### src/sv/stable_priority_queue_unit_macros.svh
// assertion macros for the stable priority queue unit
// no dependencies; included by the queue unit
`ifndef STABLE_PRIORITY_QUEUE_UNIT_MACROS_SVH
`define STABLE_PRIORITY_QUEUE_UNIT_MACROS_SVH
// implication checked every clock outside reset
`define SPQ_ASSERT_IMP(label, ante, cons) \
  label: assert property (@(posedge clk) disable iff (rst) (ante) |-> (cons)) \
    else $error("assertion failed");
// next-cycle implication outside reset
`define SPQ_ASSERT_NEXT(label, ante, cons) \
  label: assert property (@(posedge clk) disable iff (rst) (ante) |=> (cons)) \
    else $error("assertion failed");
`endif

### src/sv/spq_pkg.sv
// package for the stable priority queue: operation and status codes, beat types
// no dependencies
package spq_pkg;
  localparam logic [1:0] OP_INSERT = 2'd0;
  localparam logic [1:0] OP_REMOVE = 2'd1;
  localparam logic [1:0] OP_POP    = 2'd2;
  localparam logic [1:0] OP_CHANGE = 2'd3;

  localparam logic [1:0] ST_OK        = 2'd0;
  localparam logic [1:0] ST_FULL      = 2'd1;
  localparam logic [1:0] ST_NOT_FOUND = 2'd2;
  localparam logic [1:0] ST_EMPTY     = 2'd3;

  typedef struct packed {
    logic [1:0]  operation;
    logic [15:0] entry_id;
    logic [7:0]  entry_priority;
  } req_t;

  typedef struct packed {
    logic [1:0]  status;
    logic [15:0] out_id;
    logic [7:0]  out_priority;
    logic [4:0]  occupancy;
  } rsp_t;
endpackage

### src/sv/spq_if.sv
// valid/ready channel carrying one payload beat
// depends on spq_pkg for the payload types
interface spq_req_if (input logic clk);
  logic          valid;
  logic          ready;
  spq_pkg::req_t data;
  modport source (output valid, output data, input ready);
  modport sink (input valid, input data, output ready);
endinterface

interface spq_rsp_if (input logic clk);
  logic          valid;
  logic          ready;
  spq_pkg::rsp_t data;
  modport source (output valid, output data, input ready);
  modport sink (input valid, input data, output ready);
endinterface

### src/sv/stable_priority_queue_unit.sv
// Stable priority queue unit.
// req channel (sink): operation, entry_id, entry_priority; rsp channel (source):
// status, out_id, out_priority, occupancy. One response beat per request beat.
// Entries sit in one synchronous memory, front first, sorted by ascending
// priority with arrival order kept among equal priorities. Each operation is a
// sequencer walk over the memory: a scan pass reads slot k each cycle (one read
// port, registered read) to find the match or the insert point, then a shift
// pass moves the entries one at a time (read then write back). Change runs a
// remove walk and then an insert walk. The read-modify-write of the memory
// port sets the pace of each walk.
// The response sits in an output register; a stalled receiver holds it, and the
// next request is taken the cycle after the response has been taken.
// Reset (rst, synchronous) clears the count and control state; memory contents
// are left as they are and are never read beyond the count.
`include "stable_priority_queue_unit_macros.svh"
module stable_priority_queue_unit #(
  parameter int DEPTH     = 16,
  parameter int PRIO_BITS = 8
) (
  input logic clk,
  input logic rst,
  spq_req_if.sink   req,
  spq_rsp_if.source rsp
);
  localparam int AW = (DEPTH > 1) ? $clog2(DEPTH) : 1;
  localparam int CW = $clog2(DEPTH + 1);

  // sequencer codes
  localparam logic [2:0] S_IDLE  = 3'd0;
  localparam logic [2:0] S_FIND  = 3'd1;
  localparam logic [2:0] S_DROP  = 3'd2;
  localparam logic [2:0] S_PLACE = 3'd3;
  localparam logic [2:0] S_INS   = 3'd4;
  localparam logic [2:0] S_RESP  = 3'd5;

  typedef struct packed {
    logic [15:0]          id;
    logic [PRIO_BITS-1:0] prio;
  } slot_t;

  slot_t mem [DEPTH];
  slot_t rd_data;
  logic  rd_en;
  logic [AW-1:0] rd_addr;
  logic  wr_en;
  logic [AW-1:0] wr_addr;
  slot_t wr_data;

  // memory with registered read
  always_ff @(posedge clk) begin
    if (wr_en) mem[wr_addr] <= wr_data;
    if (rd_en) rd_data <= mem[rd_addr];
  end

  logic [2:0]    state;
  logic [CW-1:0] count;
  logic [CW-1:0] idx;      // slot being read in the scan
  logic          pend;     // read data for idx-1 valid
  logic [1:0]    op;
  logic [15:0]   key_id;
  logic [PRIO_BITS-1:0] key_prio;
  logic [CW-1:0] pos;
  logic          out_valid;
  spq_pkg::rsp_t out_data;
  logic [CW-1:0] wide_ptr;

  assign req.ready = (state == S_IDLE) && !out_valid;
  assign rsp.valid = out_valid;
  assign rsp.data  = out_data;

  // read and write port control
  always_comb begin
    rd_en   = 1'b0;
    rd_addr = idx[AW-1:0];
    wr_en   = 1'b0;
    wr_addr = idx[AW-1:0];
    wr_data = rd_data;
    wide_ptr = idx - CW'(1);
    case (state)
      S_FIND: rd_en = (idx < count);
      S_DROP: begin
        // idx walks up: read idx, write idx-1 with it
        rd_en = (idx < count);
        wr_en = pend;
        wr_addr = wide_ptr[AW-1:0];
        wr_addr = (idx - CW'(2)) < CW'(DEPTH) ? AW'(idx - CW'(2)) : AW'(0);
      end
      S_INS: begin
        // idx walks down from count: read idx-1, write idx
        rd_en = (idx > pos);
        rd_addr = wide_ptr[AW-1:0];
        wr_en = pend;
        wr_addr = AW'(idx + CW'(1));
        if (!pend && idx == pos) begin
          wr_en = 1'b1;
          wr_addr = pos[AW-1:0];
          wr_data = '{id: key_id, prio: key_prio};
        end else if (pend && idx == pos) begin
          wr_addr = AW'(pos + CW'(1));
        end
      end
      default: ;
    endcase
  end

  // sequencer
  always_ff @(posedge clk) begin
    if (rst) begin
      state     <= S_IDLE;
      count     <= '0;
      out_valid <= 1'b0;
      pend      <= 1'b0;
      idx       <= '0;
    end else begin
      if (out_valid && rsp.ready) out_valid <= 1'b0;
      case (state)
        S_IDLE: begin
          if (req.valid && req.ready) begin
            op       <= req.data.operation;
            key_id   <= req.data.entry_id;
            key_prio <= PRIO_BITS'(req.data.entry_priority);
            out_data <= '0;
            idx      <= '0;
            pend     <= 1'b0;
            state    <= S_FIND;
          end
        end
        S_FIND: begin
          // scan: compare the slot read last cycle
          pend <= (idx < count);
          if (idx < count) idx <= idx + CW'(1);
          if (pend && ((op == spq_pkg::OP_INSERT && rd_data.prio > key_prio) ||
                       ((op == spq_pkg::OP_REMOVE || op == spq_pkg::OP_CHANGE) &&
                        rd_data.id == key_id) ||
                       op == spq_pkg::OP_POP)) begin
            pos  <= idx - CW'(1);
            pend <= 1'b0;
            if (op == spq_pkg::OP_INSERT) begin
              // a full queue takes no insert, wherever it would land
              if (count >= CW'(DEPTH)) begin
                out_data.status <= spq_pkg::ST_FULL;
                state <= S_RESP;
              end else begin
                idx   <= count;
                state <= S_INS;
              end
            end else begin
              if (op == spq_pkg::OP_POP) begin
                out_data.out_id       <= rd_data.id;
                out_data.out_priority <= 8'(rd_data.prio);
              end
              idx   <= idx;
              state <= S_DROP;
            end
          end else if (!pend && idx >= count) begin
            // scan ran off the end
            pos <= count;
            case (op)
              spq_pkg::OP_INSERT: begin
                if (count >= CW'(DEPTH)) begin
                  out_data.status <= spq_pkg::ST_FULL;
                  state <= S_RESP;
                end else begin
                  idx   <= count;
                  state <= S_INS;
                end
              end
              spq_pkg::OP_POP: begin
                out_data.status <= spq_pkg::ST_EMPTY;
                state <= S_RESP;
              end
              default: begin
                out_data.status <= spq_pkg::ST_NOT_FOUND;
                state <= S_RESP;
              end
            endcase
          end
        end
        S_DROP: begin
          // shift entries above the hole down by one
          pend <= (idx < count);
          if (idx < count) idx <= idx + CW'(1);
          if (!(idx < count) && !pend) begin
            count <= count - CW'(1);
            if (op == spq_pkg::OP_CHANGE) begin
              op    <= spq_pkg::OP_INSERT;
              idx   <= '0;
              state <= S_FIND;
            end else begin
              state <= S_RESP;
            end
          end
        end
        S_INS: begin
          // shift entries at or above pos up by one, then write the new one
          if (!pend && idx == pos) begin
            count <= count + CW'(1);
            state <= S_RESP;
          end else if (pend) begin
            pend <= 1'b0;
          end else begin
            pend <= 1'b1;
            idx  <= idx - CW'(1);
          end
        end
        S_RESP: begin
          out_data.occupancy <= 5'(count);
          out_valid <= 1'b1;
          state     <= S_IDLE;
        end
        default: state <= S_IDLE;
      endcase
    end
  end

  `SPQ_ASSERT_IMP(a_count_range, 1'b1, count <= CW'(DEPTH))
  `SPQ_ASSERT_IMP(a_no_accept_busy, state != S_IDLE, !req.ready)
  `SPQ_ASSERT_NEXT(a_resp_hold, rsp.valid && !rsp.ready, rsp.valid && $stable(rsp.data))
  `SPQ_ASSERT_NEXT(a_resp_after_seq, state == S_RESP, rsp.valid)
endmodule

### src/flat_wrapper.sv
// flat-port wrapper written by rule: the top's interface ports become plain ports
module stable_priority_queue_unit_flat 
#(
  parameter int DEPTH     = 16,
  parameter int PRIO_BITS = 8
)
  (clk, rst, req_valid, req_data, req_ready, rsp_valid, rsp_data, rsp_ready);
  spq_req_if req_i (.clk(clk));
  spq_rsp_if rsp_i (.clk(clk));
  input logic clk;
  input logic rst;
  input wire logic [$bits(req_i.valid)-1:0] req_valid;
  input wire logic [$bits(req_i.data)-1:0] req_data;
  output wire logic [$bits(req_i.ready)-1:0] req_ready;
  output wire logic [$bits(rsp_i.valid)-1:0] rsp_valid;
  output wire logic [$bits(rsp_i.data)-1:0] rsp_data;
  input wire logic [$bits(rsp_i.ready)-1:0] rsp_ready;
  assign req_i.valid = req_valid;
  assign req_i.data = req_data;
  assign req_ready = req_i.ready;
  assign rsp_valid = rsp_i.valid;
  assign rsp_data = rsp_i.data;
  assign rsp_i.ready = rsp_ready;
  stable_priority_queue_unit #(.DEPTH(DEPTH), .PRIO_BITS(PRIO_BITS)) u_core (.clk(clk), .rst(rst), .req(req_i), .rsp(rsp_i));
endmodule
### config.mk
export PLATFORM = sky130hd
export DESIGN_NAME = stable_priority_queue_unit_flat
export DESIGN_NICKNAME = d
export VERILOG_FILES = /design/src/sv/spq_pkg.sv /design/src/sv/spq_if.sv /design/src/sv/stable_priority_queue_unit.sv /design/src/flat_wrapper.sv
export VERILOG_INCLUDE_DIRS = /design/src /design/src/sv
export SDC_FILE = /design/constraint.sdc
export NUM_CORES = 1
export LEC_CHECK = 0
export ABC_AREA = 0
export BUFFER_PORTS_ARGS = -buffer_cell sky130_fd_sc_hd__buf_2
export CAP_MARGIN = 40
export CORE_MARGIN = 5
export CORE_UTILIZATION = 67
export DETAILED_ROUTE_END_ITERATION = 8
export GPL_TIMING_DRIVEN = 1
export PLACE_DENSITY = 0.85
export REMOVE_ABC_BUFFERS = 1
export SYNTH_ARGS = -nofsm -noshare
export SYNTH_HDL_FRONTEND = slang
export SYNTH_SLANG_ARGS = --single-unit
### constraint.sdc
create_clock -name clk -period 7.9 [get_ports clk]
set_input_delay 1.185 -clock clk [delete_from_list [all_inputs] [get_ports clk]]
set_output_delay 1.185 -clock clk [all_outputs]
set_load 0.02 [all_outputs]
## Word-level counts from Yosys, hierarchy flattened

Memories as Yosys holds them, arrays and structs flattened. A register that Yosys moved wholly into a read port is not among the register bits.
Cells that the tools add are included.

- $add $sub $neg: 6
- $lt $le $gt $ge: 6
- Equal/unequal tests: 20
- Muxes and demuxes: 61
- Bitwise logic cells: 1
- Reductions and logical operators: 36

Operators with widths:

| kind | count |
|---|---|
| 2-to-1 mux 24 bit | 5 |
| 2-to-1 mux 5 bit | 15 |
| one-hot mux 26 bit (2 select lines) | 1 |
| 2-to-1 mux 31 bit | 1 |
| 2-to-1 mux 3 bit | 7 |
| one-hot mux 5 bit (2 select lines) | 2 |
| one-hot mux 5 bit (4 select lines) | 1 |
| == test 16 bit | 1 |
| 2-to-1 mux 4 bit | 4 |
| AND reduction 3 bit | 5 |
| AND reduction 5 bit | 3 |
| 2-to-1 mux 2 bit | 7 |
| one-hot mux 3 bit (4 select lines) | 1 |
| nonzero test 2 bit | 6 |
| 2-to-1 mux 1 bit | 11 |
| adder 5 x 1 -> 5 bit, second input constant | 2 |
| logical AND 1 bit | 10 |
| != test 2 x 1 -> 1 bit, second input constant | 5 |
| subtractor 5 x 1 -> 5 bit, second input constant | 2 |
| > comparator 8 bit | 1 |
| != test 2 bit, second input constant | 4 |
| one-hot mux 2 bit (2 select lines) | 2 |
| one-hot mux 4 bit (2 select lines) | 1 |
| == test 3 bit, second input constant | 2 |
| 25 further kinds | 31 |

- Register bits: 77
- Bits in writable memories: 384
- Input port bits: 30
- Output and inout port bits: 33
- Word-level logic and storage cells: 144
- Memories kept: 1

Memory list:

| name | words | width | read ports | clocked after Yosys merged registers in | wr ports | RTL line | RTL |
|---|---|---|---|---|---|---|---|
| u_core.mem | 16 | 24 | 1 | 1 | 1 | stable_priority_queue_unit.sv:41 | `slot_t mem [DEPTH];` |

## Logic depth before layout (Yosys ltp)

Gate-level depths: netlist of run 1.

- Depth after elaboration: 8
- Mapped depth: 11
- Gate-level depth less buffers: 10

## Least setup slack after synthesis of run 1

OpenSTA, ideal clock, no wires.

- Path kind: input-to-reg
- Start point: input req_valid
- End point: register u_core.key_id[0], enable pin
- Data arrival time: 3.353 ns
- Required time: 7.460 ns
- Path slack: 4.107 ns
- Cell stages on the path: 3
- Path buffers: 0
- Path through: nor2b_1 -> and2_1 -> nor3b_1

- Cells in the longest elaborated chain, start to end: 2

Ends and longest elaborated chain:

| what | RTL line | RTL |
|---|---|---|
| from (decl) | flat_wrapper.sv:12 | `input wire logic [$bits(req_i.valid)-1:0] req_valid;` |
| logical AND 1 bit | stable_priority_queue_unit.sv:118 | `if (req.valid && req.ready) begin` |
| AND reduction 3 bit (no line) | - |  |
| to (signal assigned) | stable_priority_queue_unit.sv:120 | `key_id <= req.data.entry_id;` |
| to (decl) | stable_priority_queue_unit.sv:60 | `logic [15:0] key_id;` |

No other way between the ends.
A chain may end at the register's enable or synchronous reset.

## Worst setup path in the final report of run 1

- Start point: register u_core.state[0]
- End point: register u_core.rd_data[19] (netlist name)

- Cells in the longest elaborated chain, start to end: 3
- Elaborated cells on any way between the ends: 6
- Classes of those cells: 3 x eq/ne; 2 x mux; 1 x reduce/logical

Ends and longest elaborated chain:

| what | RTL line | RTL |
|---|---|---|
| from (decl) | stable_priority_queue_unit.sv:55 | `logic [2:0] state;` |
| from (signal assigned) | stable_priority_queue_unit.sv:109 | `state <= S_IDLE;` |
| from (signal assigned) | stable_priority_queue_unit.sv:125 | `state <= S_FIND;` |
| from (signal assigned) | stable_priority_queue_unit.sv:142 | `state <= S_RESP;` |
| == test 3 x 1 -> 1 bit or == test 3 x 2 -> 1 bit (tied branches) | stable_priority_queue_unit.sv:79 | `case (state)` |
| OR reduction 2 bit (no line) | - |  |
| one-hot mux 1 bit (2 select lines) | stable_priority_queue_unit.sv:79 |  |

Several ways; a longest one is shown, not always the timed one.

==> results.py, run 1 <==
metrics = {
    "outcome": {
        "status": "completed",
    },
    "placement": {
        "gp_congestion": 0.9338,
        "hpwl_um": 26920,
        "portBuffers": 62,
        "place_inst": 1471,
    },
    "die": {
        "dieArea_sq_um": 33270,
        "die_h_um": 182.4,
        "rows": 63,
        "initial_core_util": 0.6755,
        "io_pins": 63,
        "coreArea_sq_um": 29480,
        "dieWidth_um": 182.4,
    },
    "cts": {
        "postCtsSetupBuffers": 0,
        "ctsHoldBuffers": 0,
        "cts-root-buf": "clkbuf_16",
        "postCtsResizedCells": 0,
        "clk_pin_slew_worst_paths_ns": 0.07,
        "numCtsBuffers": 46,
        "tritoncts": "yes",
        "cts.sinks": 485,
        "h-tree-depth": 2,
        "clk_latency_ns": 0.56,
        "clk_path_buf_depth": 3,
    },
    "power": {
        "power_density_nw_per_um2": 314.3,
        "p_leak_uw": 0.007379,
        "clkPwrFrac": 0.300,
        "power_switching_uw": 1996,
        "peakVddDrop_v": 0.0002323,
        "pwr-share-comb": 0.252,
        "intPower_uw": 5041,
        "p_sw_frac": 0.2837,
        "power_frac_seq": 0.447,
    },
    "sta": {
        "hold_viol": 0,
        "slew_headroom": 0.3806,
        "setup_violations": 0,
        "period_needed_ns": 4.537,
        "worst_slew_pin_slew_ns": 0.9219,
        "rsz0062_at_grt": "no",
        "whs_ns": 0.5419,
        "fin_crit_sh": 0.5743,
        "drv_slew": 0,
        "timing.setup.tns_ns": 0,
        "clock.fmax_mhz": 220.4,
        "fin_skew_ns": 0.02097,
    },
    "synth": {
        "syn_area_per_cell_sq_um": 19.33,
        "syn_inst": 1030,
        "async_flop_share": 0,
        "yosys_register_bits": 485,
        "netlist-cell-type-count": 59,
        "synth_top_area_frac": 0.7087,
        "synth_common_cells": "edfxtp_1, mux4_2, nor2_1, and2_1, xnor2_1",
        "yosys_warnings": 0,
        "synth_area_leaders": "edfxtp_1, mux4_2, ha_1",
        "yosysTopAreaCell": "edfxtp_1",
        "synthesis.area_sq_um": 19910,
        "synth_ff_type": "edfxtp_1",
        "synth.most_common_cell": "edfxtp_1",
        "synth_edf_count": 470,
        "ys_seq_area_frac": 0.7238,
    },
    "worst_setup_path": {
        "crit_chain": "nor2_1 -> nand2_1 -> inv_1 -> ha_4 -> buf_16 -> buf_4 -> mux4_2 -> mux4_2",
        "cpPeakStageDelay_ns": 0.66,
        "arrival_ns": 4.83,
        "reg2reg_to": "u_core.rd_data[19]",
        "cp_max_fo": 36,
        "start_kind": "flip-flop",
        "required_ns": 8.19,
        "regToRegSetupSlack_ns": 3.36,
        "slowest_stage": "dfxtp_1",
        "ff2ff_path_depth": 8,
        "crit_type": "flip-flop to flip-flop",
        "cp-end-kind": "flip-flop",
        "r2r_start": "u_core.state[0]",
        "path_delay_family": "buffers and inverters",
        "path_common_cell": "mux4_2",
        "crit_buf_inv": 3,
    },
    "global_routing": {
        "grt_pass1_vias": 10980,
        "grt_use_total": 0.2953,
        "antenna_found_initial": 0,
        "grt_max_degree": 56,
        "grt-ovfl-total": 0,
        "grt_pass1_wl_um": 71360,
    },
    "worst_hold_path": {
        "min_path_type": "flip-flop to flip-flop",
        "hold_end": "u_core.rsp.valid",
        "worstHoldStart": "u_core.rsp.valid",
        "min_delay_path_depth": 2,
    },
    "finish": {
        "drive_above_1_share": 0.2858,
        "fin_cells": 1555,
        "n_antenna_cell": 0,
        "final_util": 0.7596,
        "fin_nets": 1188,
        "num-fill-cells": 1577,
        "syn2layout_area_growth_pct": 12.45,
        "multi_input_area_sq_um": 5309,
        "seq_area_sq_um": 14410,
    },
    "routing": {
        "drt_iter0_drc": 1400,
        "antenna_left": 0,
        "avgRoutedWirePerCell_um": 31.00,
        "num_vias": 10800,
        "drt_wl_total_um": 48210,
        "viasPerCell": 6.942,
        "drc": 0,
        "first_pass_iters": 6,
    },
    "flow_run": {
        "drv_cap": 0,
    },
}
## worst max path at each step
stage	cells after the start	to	slack (ns)	start
after floorplan	5	u_core.rd_data[0]	1.50	u_core.state[0]
after global placement	7	u_core.rd_data[0]	3.30	u_core.state[0]
after detailed placement	8	u_core.rd_data[9]	3.40	u_core.state[0]
after CTS	8	u_core.rd_data[19]	3.34	u_core.state[0]
after global routing	8	u_core.rd_data[8]	2.99	u_core.state[0]
final	8	u_core.rd_data[19]	3.36	u_core.state[0]
## kinds of logic (layout without fill, tap and decap cells)
group | after synthesis | after routing | synth area share
buf+inv | 71 | 206 | 0.01571
xor+xnor | 36 | 36 | 0.01583
fa+ha+maj | 29 | 29 | 0.01860
simple gates | 156 | 156 | 0.03958
compound gates | 108 | 108 | 0.03625
flops | 485 | 485 | 0.7238
mux | 145 | 145 | 0.1502
## sequential cells by signal, indices dropped and copies added (netlist names)
signal	count
u_core.state	3
u_core.rsp.valid	1
u_core.idx	5
u_core.key_prio	8
u_core.rsp.data	31
u_core.key_id	16
u_core.pos	5
u_core.mem	384
u_core.rd_data	24
u_core.pend	1
u_core.count	5
u_core.op	2
## worst min-delay path, stage by stage (launching register included)
cell,delay (ns)
dfxtp_1,0.33
a21oi_1,0.13
nor2_1,0.04
## layout by cell type, fill, tap and decap left out, drive strengths merged, types with 28 or more instances in the layout
cell      n
edfxtp  470
mux4    120
ha       28
buf      95
a21oi    30
and2     33
inv      30
nor2     47
xnor2    33
clkbuf   57
## per-stage QoR
step | setup WS, ns | cell area (sq um) | power (uW)
final | 3.363 | 22390 | 7037
after global routing | 2.985 | 22390 | 7312
after CTS | 3.340 | 22390 | 7054
after detailed placement | 3.395 | 20970 | 4939
after global placement | 3.303 | 20800 | 4845
after floorplan | 1.501 | 19700 | 4575
## area by class of cell
| type | count | share of cell area |
|---|---|---|
| Multi-Input combinational cell | 474 | 0.2371 |
| Tap cell | 390 | 0.02179 |
| Clock inverter | 27 | 0.01022 |
| Timing Repair Buffer | 95 | 0.02950 |
| Clock buffer | 57 | 0.05325 |
| Inverter | 27 | 0.004526 |
| Sequential cell | 485 | 0.6436 |
## power groups by stage
stage	clock network (uW)	logic (uW)	registers, uW
global route	2260	1900	3160
global placement	0	1650	3190
CTS	2130	1780	3150
floorplan	0	1360	3210
detailed placement	0	1740	3190
finish	2110	1780	3150
## per-layer routing
metal	GRT usage	vias up	share of wire	routed length, um
met4	0.09427	0	0.035	1675
li1	-	4378	-	-
met5	0	-	0	0
met2	0.4880	863	0.50	24180
met1	0.4051	5413	0.35	16790
met3	0.06239	141	0.12	5558
(Power assumes the default switching activity.)
==> run 2, diff against run 1 <==
--- a/config.mk
+++ b/config.mk
@@ -10,10 +10,10 @@
 export BUFFER_PORTS_ARGS = -buffer_cell sky130_fd_sc_hd__buf_2
 export CAP_MARGIN = 40
 export CORE_MARGIN = 5
-export CORE_UTILIZATION = 67
+export CORE_UTILIZATION = 56
 export DETAILED_ROUTE_END_ITERATION = 8
 export GPL_TIMING_DRIVEN = 1
-export PLACE_DENSITY = 0.85
+export PLACE_DENSITY = 0.76
 export REMOVE_ABC_BUFFERS = 1
 export SYNTH_ARGS = -nofsm -noshare
 export SYNTH_HDL_FRONTEND = slang
==> constraint.sdc (replaced) <==
create_clock -name clk -period 3.9 [get_ports clk]
set_input_delay 0.585 -clock clk [delete_from_list [all_inputs] [get_ports clk]]
set_output_delay 0.585 -clock clk [all_outputs]
set_load 0.02 [all_outputs]
==> run 2 against run 1 <==
  * Critical path depth increased by 2
  * Combinational power up 110%
  * Global-route usage shrank 5.9 points
  * Clock skew decreased by 0.0016 ns
  * Sequential power rose by 100%
  * Critical endpoint is now u_core.mem[9][3]
  * Largest power group unchanged
==> results.py, run 2 (synthesized netlist as in run 1, its figures left out) <==
metrics = {
    "finish": {
        "syn2layout_area_growth_pct": 14.15,
        "regMostFlops": "u_core.mem",
        "largest_reg_flops": 384,
        "layout_common_cells": "edfxtp_1, mux4_2, buf_2",
        "fin_nets": 1201,
        "drive_above_1_share": 0.2934,
        "n_antenna_cell": 0,
        "final_common_cell": "edfxtp_1",
        "fin_area_sq_um": 22730,
    },
    "cts": {
        "clk_path_buf_depth": 3,
        "h-tree-depth": 2,
        "clk_pin_slew_worst_paths_ns": 0.06,
        "ctsHoldBuffers": 0,
        "clk_latency_ns": 0.57,
        "cts.sinks": 485,
        "numCtsBuffers": 48,
        "tritoncts": "yes",
        "postCtsSetupBuffers": 0,
        "cts-root-buf": "clkbuf_16",
        "postCtsResizedCells": 0,
    },
    "sta": {
        "drv_slew": 0,
        "clock.fmax_mhz": 296.2,
        "fin_skew_ns": 0.01937,
        "setup_violations": 0,
        "worst_slew_pin_slew_ns": 0.7223,
        "whs_ns": 0.1985,
        "rsz0062_at_grt": "no",
        "hold_viol": 0,
        "fin_crit_sh": 0.8658,
        "slew_headroom": 0.5174,
        "period_needed_ns": 3.377,
    },
    "die": {
        "dieArea_sq_um": 39430,
        "die_h_um": 198.6,
        "coreArea_sq_um": 35310,
        "io_pins": 63,
        "initial_core_util": 0.5640,
        "rows": 69,
        "dieWidth_um": 198.6,
    },
    "worst_hold_path": {
        "min_delay_path_depth": 1,
        "worstHoldStart": "req_data[18]",
        "min_path_type": "primary input to flip-flop",
        "hold_end": "u_core.key_id[10]",
    },
    "power": {
        "p_sw_frac": 0.2809,
        "power_switching_uw": 4089,
        "power_density_nw_per_um2": 640.4,
        "pwr-share-comb": 0.259,
        "clkPwrFrac": 0.307,
        "peakVddDrop_v": 0.0005060,
        "power_frac_seq": 0.434,
        "intPower_uw": 10470,
        "p_leak_uw": 0.007496,
    },
    "global_routing": {
        "grt-ovfl-total": 0,
        "grt_use_total": 0.2365,
        "antenna_found_initial": 0,
        "grt_pass1_wl_um": 67860,
        "grt_pass1_vias": 10480,
        "grt_max_degree": 85,
    },
    "worst_setup_path": {
        "crit_buf_inv": 2,
        "cpPeakStageDelay_ns": 0.49,
        "required_ns": 4.16,
        "start_kind": "flip-flop",
        "cp-end-kind": "flip-flop",
        "reg2reg_to": "u_core.mem[9][3]",
        "regToRegSetupSlack_ns": 0.52,
        "ff2ff_path_depth": 10,
        "slowest_stage": "dfxtp_1",
        "crit_chain": "inv_1 -> ha_1 -> and3_1 -> mux2_2 -> a22oi_1 -> o21ai_0 -> nor2b_1 -> nand2_1 -> nor2_4 -> buf_12",
        "arrival_ns": 3.64,
        "cp_max_fo": 15,
        "r2r_start": "u_core.idx[0]",
        "path_delay_family": "simple AND/OR/NAND/NOR gates",
        "crit_type": "flip-flop to flip-flop",
        "cp.depth": 10,
    },
    "flow_run": {
        "drv_cap": 0,
    },
    "routing": {
        "antenna_left": 0,
        "drt_wl_total_um": 45840,
        "num_vias": 10360,
        "viasPerCell": 6.326,
        "drt_iter0_drc": 952,
        "avgRoutedWirePerCell_um": 28.00,
        "drc": 0,
        "first_pass_iters": 7,
    },
    "placement": {
        "gp_congestion": 0.8798,
        "portBuffers": 62,
        "hpwl_um": 27150,
        "placed_area_sq_um": 21210,
    },
    "outcome": {
        "status": "completed",
    },
}
[run 2: power groups by stage]
| stage | Combinational (uW) | Clock [uW] | Sequential [uW] |
|---|---|---|---|
| after detailed placement | 3780 | 0 | 6420 |
| after global placement | 3740 | 0 | 6410 |
| final | 3770 | 4470 | 6320 |
| after global routing | 4040 | 4770 | 6330 |
| after CTS | 3820 | 4540 | 6320 |
| after floorplan | 2760 | 0 | 6510 |
[run 2: worst max-delay path by stage]
| stage | startpoint | endpoint | slack [ns] |
|---|---|---|---|
| 2_1_floorplan | u_core.state[0] | u_core.rd_data[0] | -2.50 |
| 3_3_place_gp | u_core.rd_data[18] | u_core.pos[2] | 0.51 |
| 3_5_place_dp | u_core.idx[0] | u_core.mem[12][9] | 0.57 |
| 4_1_cts | u_core.idx[0] | u_core.mem[12][20] | 0.54 |
| 5_1_grt | u_core.idx[0] | u_core.mem[12][22] | 0.31 |
| 6_report | u_core.idx[0] | u_core.mem[9][3] | 0.52 |
[run 2: worst reg2reg max path, stage by stage (launching register included)]
cell and delay [ns]:
dfxtp_1 0.49, inv_1 0.22, ha_1 0.33, and3_1 0.25, mux2_2 0.36, a22oi_1 0.12, o21ai_0 0.14, nor2b_1 0.20
nand2_1 0.23, nor2_4 0.47, buf_12 0.25
[run 2: cell type report]
class	instances	area, sq um
Clock buffer	59	1285
Sequential cell	485	14410
Tap cell	461	576.8
Timing Repair Buffer	106	748.2
Multi-Input combinational cell	474	5374
Clock inverter	25	232.7
Fill cell	2296	12580
Inverter	27	101.3
[run 2: stage by stage]
| stage | setup TNS [ns] | setup WS (ns) | total power, uW | utilization | instances |
|---|---|---|---|---|---|
| after global routing | 0 | 0.3061 | 15150 | 0.6438 | 1637 |
| after global placement | 0 | 0.5057 | 10150 | 0.6002 | 1551 |
| after floorplan | -59.33 | -2.499 | 9267 | - | 986 |
| final | 0 | 0.5234 | 14560 | 0.6438 | 1637 |
| after detailed placement | 0 | 0.5702 | 10200 | 0.6008 | 1553 |
| after CTS | 0 | 0.5390 | 14680 | 0.6438 | 1637 |
[run 2: metal layers]
layer / global-route usage / vias to the layer above / wire, um
met3: 0.04946 / 73 / 3631
met4: 0.06332 / 0 / 1032
met2: 0.3839 / 467 / 22880
met1: 0.3344 / 5407 / 18300
li1: - / 4408 / -
met5: 0 / - / 0
==> run 3, diff against run 2 <==
--- a/config.mk
+++ b/config.mk
@@ -6,10 +6,9 @@
 export SDC_FILE = /design/constraint.sdc
 export NUM_CORES = 1
 export LEC_CHECK = 0
-export ABC_AREA = 0
+export ABC_AREA = 1
 export BUFFER_PORTS_ARGS = -buffer_cell sky130_fd_sc_hd__buf_2
 export CAP_MARGIN = 40
-export CORE_MARGIN = 5
 export CORE_UTILIZATION = 56
 export DETAILED_ROUTE_END_ITERATION = 8
 export GPL_TIMING_DRIVEN = 1
==> run 3 against run 2 <==
  * Worst hold slack worse by 0.029 ns
  * Cell area grew 3.7%
  * Sequential share of layout area is 2.2 points lower
  * Highest routed layer unchanged
==> results.py, run 3 <==
metrics = {
    "outcome": {
        "status": "completed",
    },
    "worst_setup_path": {
        "start_kind": "flip-flop",
        "reg2reg_to": "u_core.mem[14][11]",
        "r2r_start": "u_core.pos[3]",
        "path_common_cell": "nand2_1",
        "ff2ff_path_depth": 15,
        "arrival_ns": 3.71,
        "cpPeakStageDelay_ns": 0.51,
        "cp-end-kind": "flip-flop",
        "regToRegSetupSlack_ns": 0.48,
        "cp_max_fo": 14,
        "crit_type": "flip-flop to flip-flop",
        "slowest_stage": "nor2_4",
        "crit_chain": "inv_1 -> ha_1 -> nand2_1 -> nor3_1 -> nand2_1 -> inv_1 -> nand2_1 -> nand2_1 -> o21ai_0 -> o211ai_1 -> o21ai_1 -> inv_1 -> nand3_1 -> nor2_4 -> buf_12",
        "required_ns": 4.19,
    },
    "global_routing": {
        "grt_use_total": 0.2759,
        "grt_max_degree": 171,
        "grt_pass1_vias": 13940,
        "grt-ovfl-total": 0,
        "antenna_found_initial": 0,
        "grt_pass1_wl_um": 78840,
    },
    "sta": {
        "period_needed_ns": 3.423,
        "timing.setup.tns_ns": 0,
        "drv_slew": 0,
        "worst_slew_pin_slew_ns": 0.8823,
        "hold_viol": 0,
        "setup_violations": 0,
        "fin_skew_ns": 0.01863,
        "slew_headroom": 0.4118,
        "fin_crit_sh": 0.8776,
        "clock.fmax_mhz": 292.2,
        "rsz0062_at_grt": "no",
        "final.setup.worst_slack_ns": 0.4774,
    },
    "power": {
        "p_leak_uw": 0.008858,
        "pwr-share-comb": 0.342,
        "peakVddDrop_v": 0.0004773,
        "clkPwrFrac": 0.269,
        "power_switching_uw": 6292,
        "power_density_nw_per_um2": 732.5,
        "intPower_uw": 10970,
        "power_frac_seq": 0.389,
        "p_sw_frac": 0.3645,
    },
    "cts": {
        "postCtsResizedCells": 0,
        "clk_path_buf_depth": 3,
        "tritoncts": "yes",
        "h-tree-depth": 2,
        "clk_pin_slew_worst_paths_ns": 0.06,
        "numCtsBuffers": 47,
        "cts-root-buf": "clkbuf_16",
        "cts.sinks": 485,
        "postCtsSetupBuffers": 0,
        "clk_latency_ns": 0.59,
        "ctsHoldBuffers": 0,
    },
    "synth": {
        "ys_seq_area_frac": 0.6993,
        "synthesis.area_sq_um": 20610,
        "yosysTopAreaCell": "edfxtp_1",
        "synth_edf_count": 470,
        "async_flop_share": 0,
        "yosys_register_bits": 485,
        "synth_common_cells": "nand2_1, edfxtp_1, nand3_1, nor2_1, inv_1",
        "yosys_warnings": 0,
        "syn_inst": 1829,
        "synth_top_area_frac": 0.6847,
        "synth_ff_type": "edfxtp_1",
        "syn_area_per_cell_sq_um": 11.27,
        "synth.most_common_cell": "nand2_1",
        "synth_area_leaders": "edfxtp_1, nand2_1, nand3_1",
        "netlist-cell-type-count": 39,
    },
    "worst_hold_path": {
        "worstHoldStart": "req_data[21]",
        "min_path_type": "primary input to flip-flop",
        "min_delay_path_depth": 1,
        "hold_end": "u_core.key_id[13]",
    },
    "die": {
        "coreArea_sq_um": 35910,
        "rows": 69,
        "dieWidth_um": 193.9,
        "initial_core_util": 0.5739,
        "die_h_um": 193.9,
        "io_pins": 63,
        "dieArea_sq_um": 37580,
    },
    "placement": {
        "hpwl_um": 30740,
        "placed_area_sq_um": 21940,
        "portBuffers": 62,
        "gp_congestion": 0.9083,
        "pre_cts_ws_ns": 0.5409,
    },
    "routing": {
        "avgRoutedWirePerCell_um": 20.98,
        "drc": 0,
        "num_vias": 14190,
        "antenna_left": 0,
        "first_pass_iters": 6,
        "drt_iter0_drc": 1427,
        "viasPerCell": 5.875,
        "drt_wl_total_um": 50700,
    },
    "finish": {
        "syn2layout_area_growth_pct": 14.34,
        "layout_common_cells": "nand2_1, edfxtp_1, nand3_1",
        "n_antenna_cell": 0,
        "regMostFlops": "u_core.mem",
        "largest_reg_flops": 384,
        "fin_area_sq_um": 23570,
        "final_common_cell": "nand2_1",
        "drive_above_1_share": 0.1228,
        "final_util": 0.6562,
        "fin_nets": 1978,
        "num-fill-cells": 2543,
    },
    "flow_run": {
        "drv_cap": 0,
    },
}
==> run 3: cell types whose count changed after synthesis, moves of 23 or more <==
cell,previous run,this run
a21oi_1,30,81
a31oi_1,1,24
and2_1,33,0
clkbuf_1,21,56
inv_1,27,97
mux2_2,25,0
mux4_2,118,0
nand2_1,27,547
nand3_1,7,244
nor2_1,47,106
o21ai_0,23,47
xnor2_1,33,2
==> run 3: area by class of cell <==
cell class | count | area [sq um] | area share
Clock buffer | 53 | 1220 | 0.05176
Clock inverter | 32 | 370.4 | 0.01571
Inverter | 103 | 390.4 | 0.01656
Multi-Input combinational cell | 1149 | 5572 | 0.2364
Sequential cell | 485 | 14410 | 0.6116
Tap cell | 461 | 576.8 | 0.02447
Timing Repair Buffer | 133 | 1025 | 0.04348
==> run 3: critical path, delay by kind of cell (launching register included) <==
family / cells / cell delay (ns)
buffers and inverters: 4 / 0.61
AOI/OAI and AO/OA: 3 / 0.29
DFF: 1 / 0.42
and+or+nand+nor: 7 / 1.53
adders and majority gates: 1 / 0.27
==> run 3: cell families after synthesis <==
family | Yosys count | share of synthesized area
buf+inv | 195 | 0.03982
simple gates | 914 | 0.1842
compound gates | 193 | 0.05318
xor+xnor | 13 | 0.005524
fa+ha+maj | 29 | 0.01797
flops | 485 | 0.6993
==> run 3: power by group through the flow <==
stage | sequential [uW] | combinational (uW) | clock (uW)
after floorplan | 6960 | 3520 | 0
after global placement | 6810 | 5620 | 0
after detailed placement | 6820 | 5810 | 0
after CTS | 6710 | 5850 | 4710
after global routing | 6750 | 6470 | 4900
final | 6720 | 5900 | 4650
==> run 3: worst max path at each step <==
| stage | from | to | slack, ns | cells after the start |
|---|---|---|---|---|
| floorplan | u_core.state[0] | u_core.rd_data[16] | -3.05 | 11 |
| global placement | u_core.pos[3] | u_core.mem[14][11] | 0.55 | 15 |
| detailed placement | u_core.pos[3] | u_core.mem[14][11] | 0.54 | 15 |
| CTS | u_core.pos[3] | u_core.mem[14][15] | 0.52 | 15 |
| global route | u_core.pos[2] | u_core.mem[14][11] | 0.20 | 15 |
| finish | u_core.pos[3] | u_core.mem[14][11] | 0.48 | 15 |
==> run 3: stage by stage <==
step                      hold slack (ns)  total power [uW]  cells
after floorplan                    0.4963             10480   1737
after global placement             0.5021             12430   2320
after detailed placement           0.5097             12620   2329
after CTS                          0.1473             17270   2414
after global routing               0.1502             18120   2416
final                              0.1694             17260   2416
==> run 3: per-layer routing <==
layer | global-route usage | vias to the layer above | wire (um)
met2 | 0.4565 | 726 | 24790
li1 | - | 6551 | -
met5 | 0 | - | 0
met1 | 0.3646 | 6816 | 20010
met4 | 0.1149 | 0 | 1697
met3 | 0.04662 | 100 | 4201
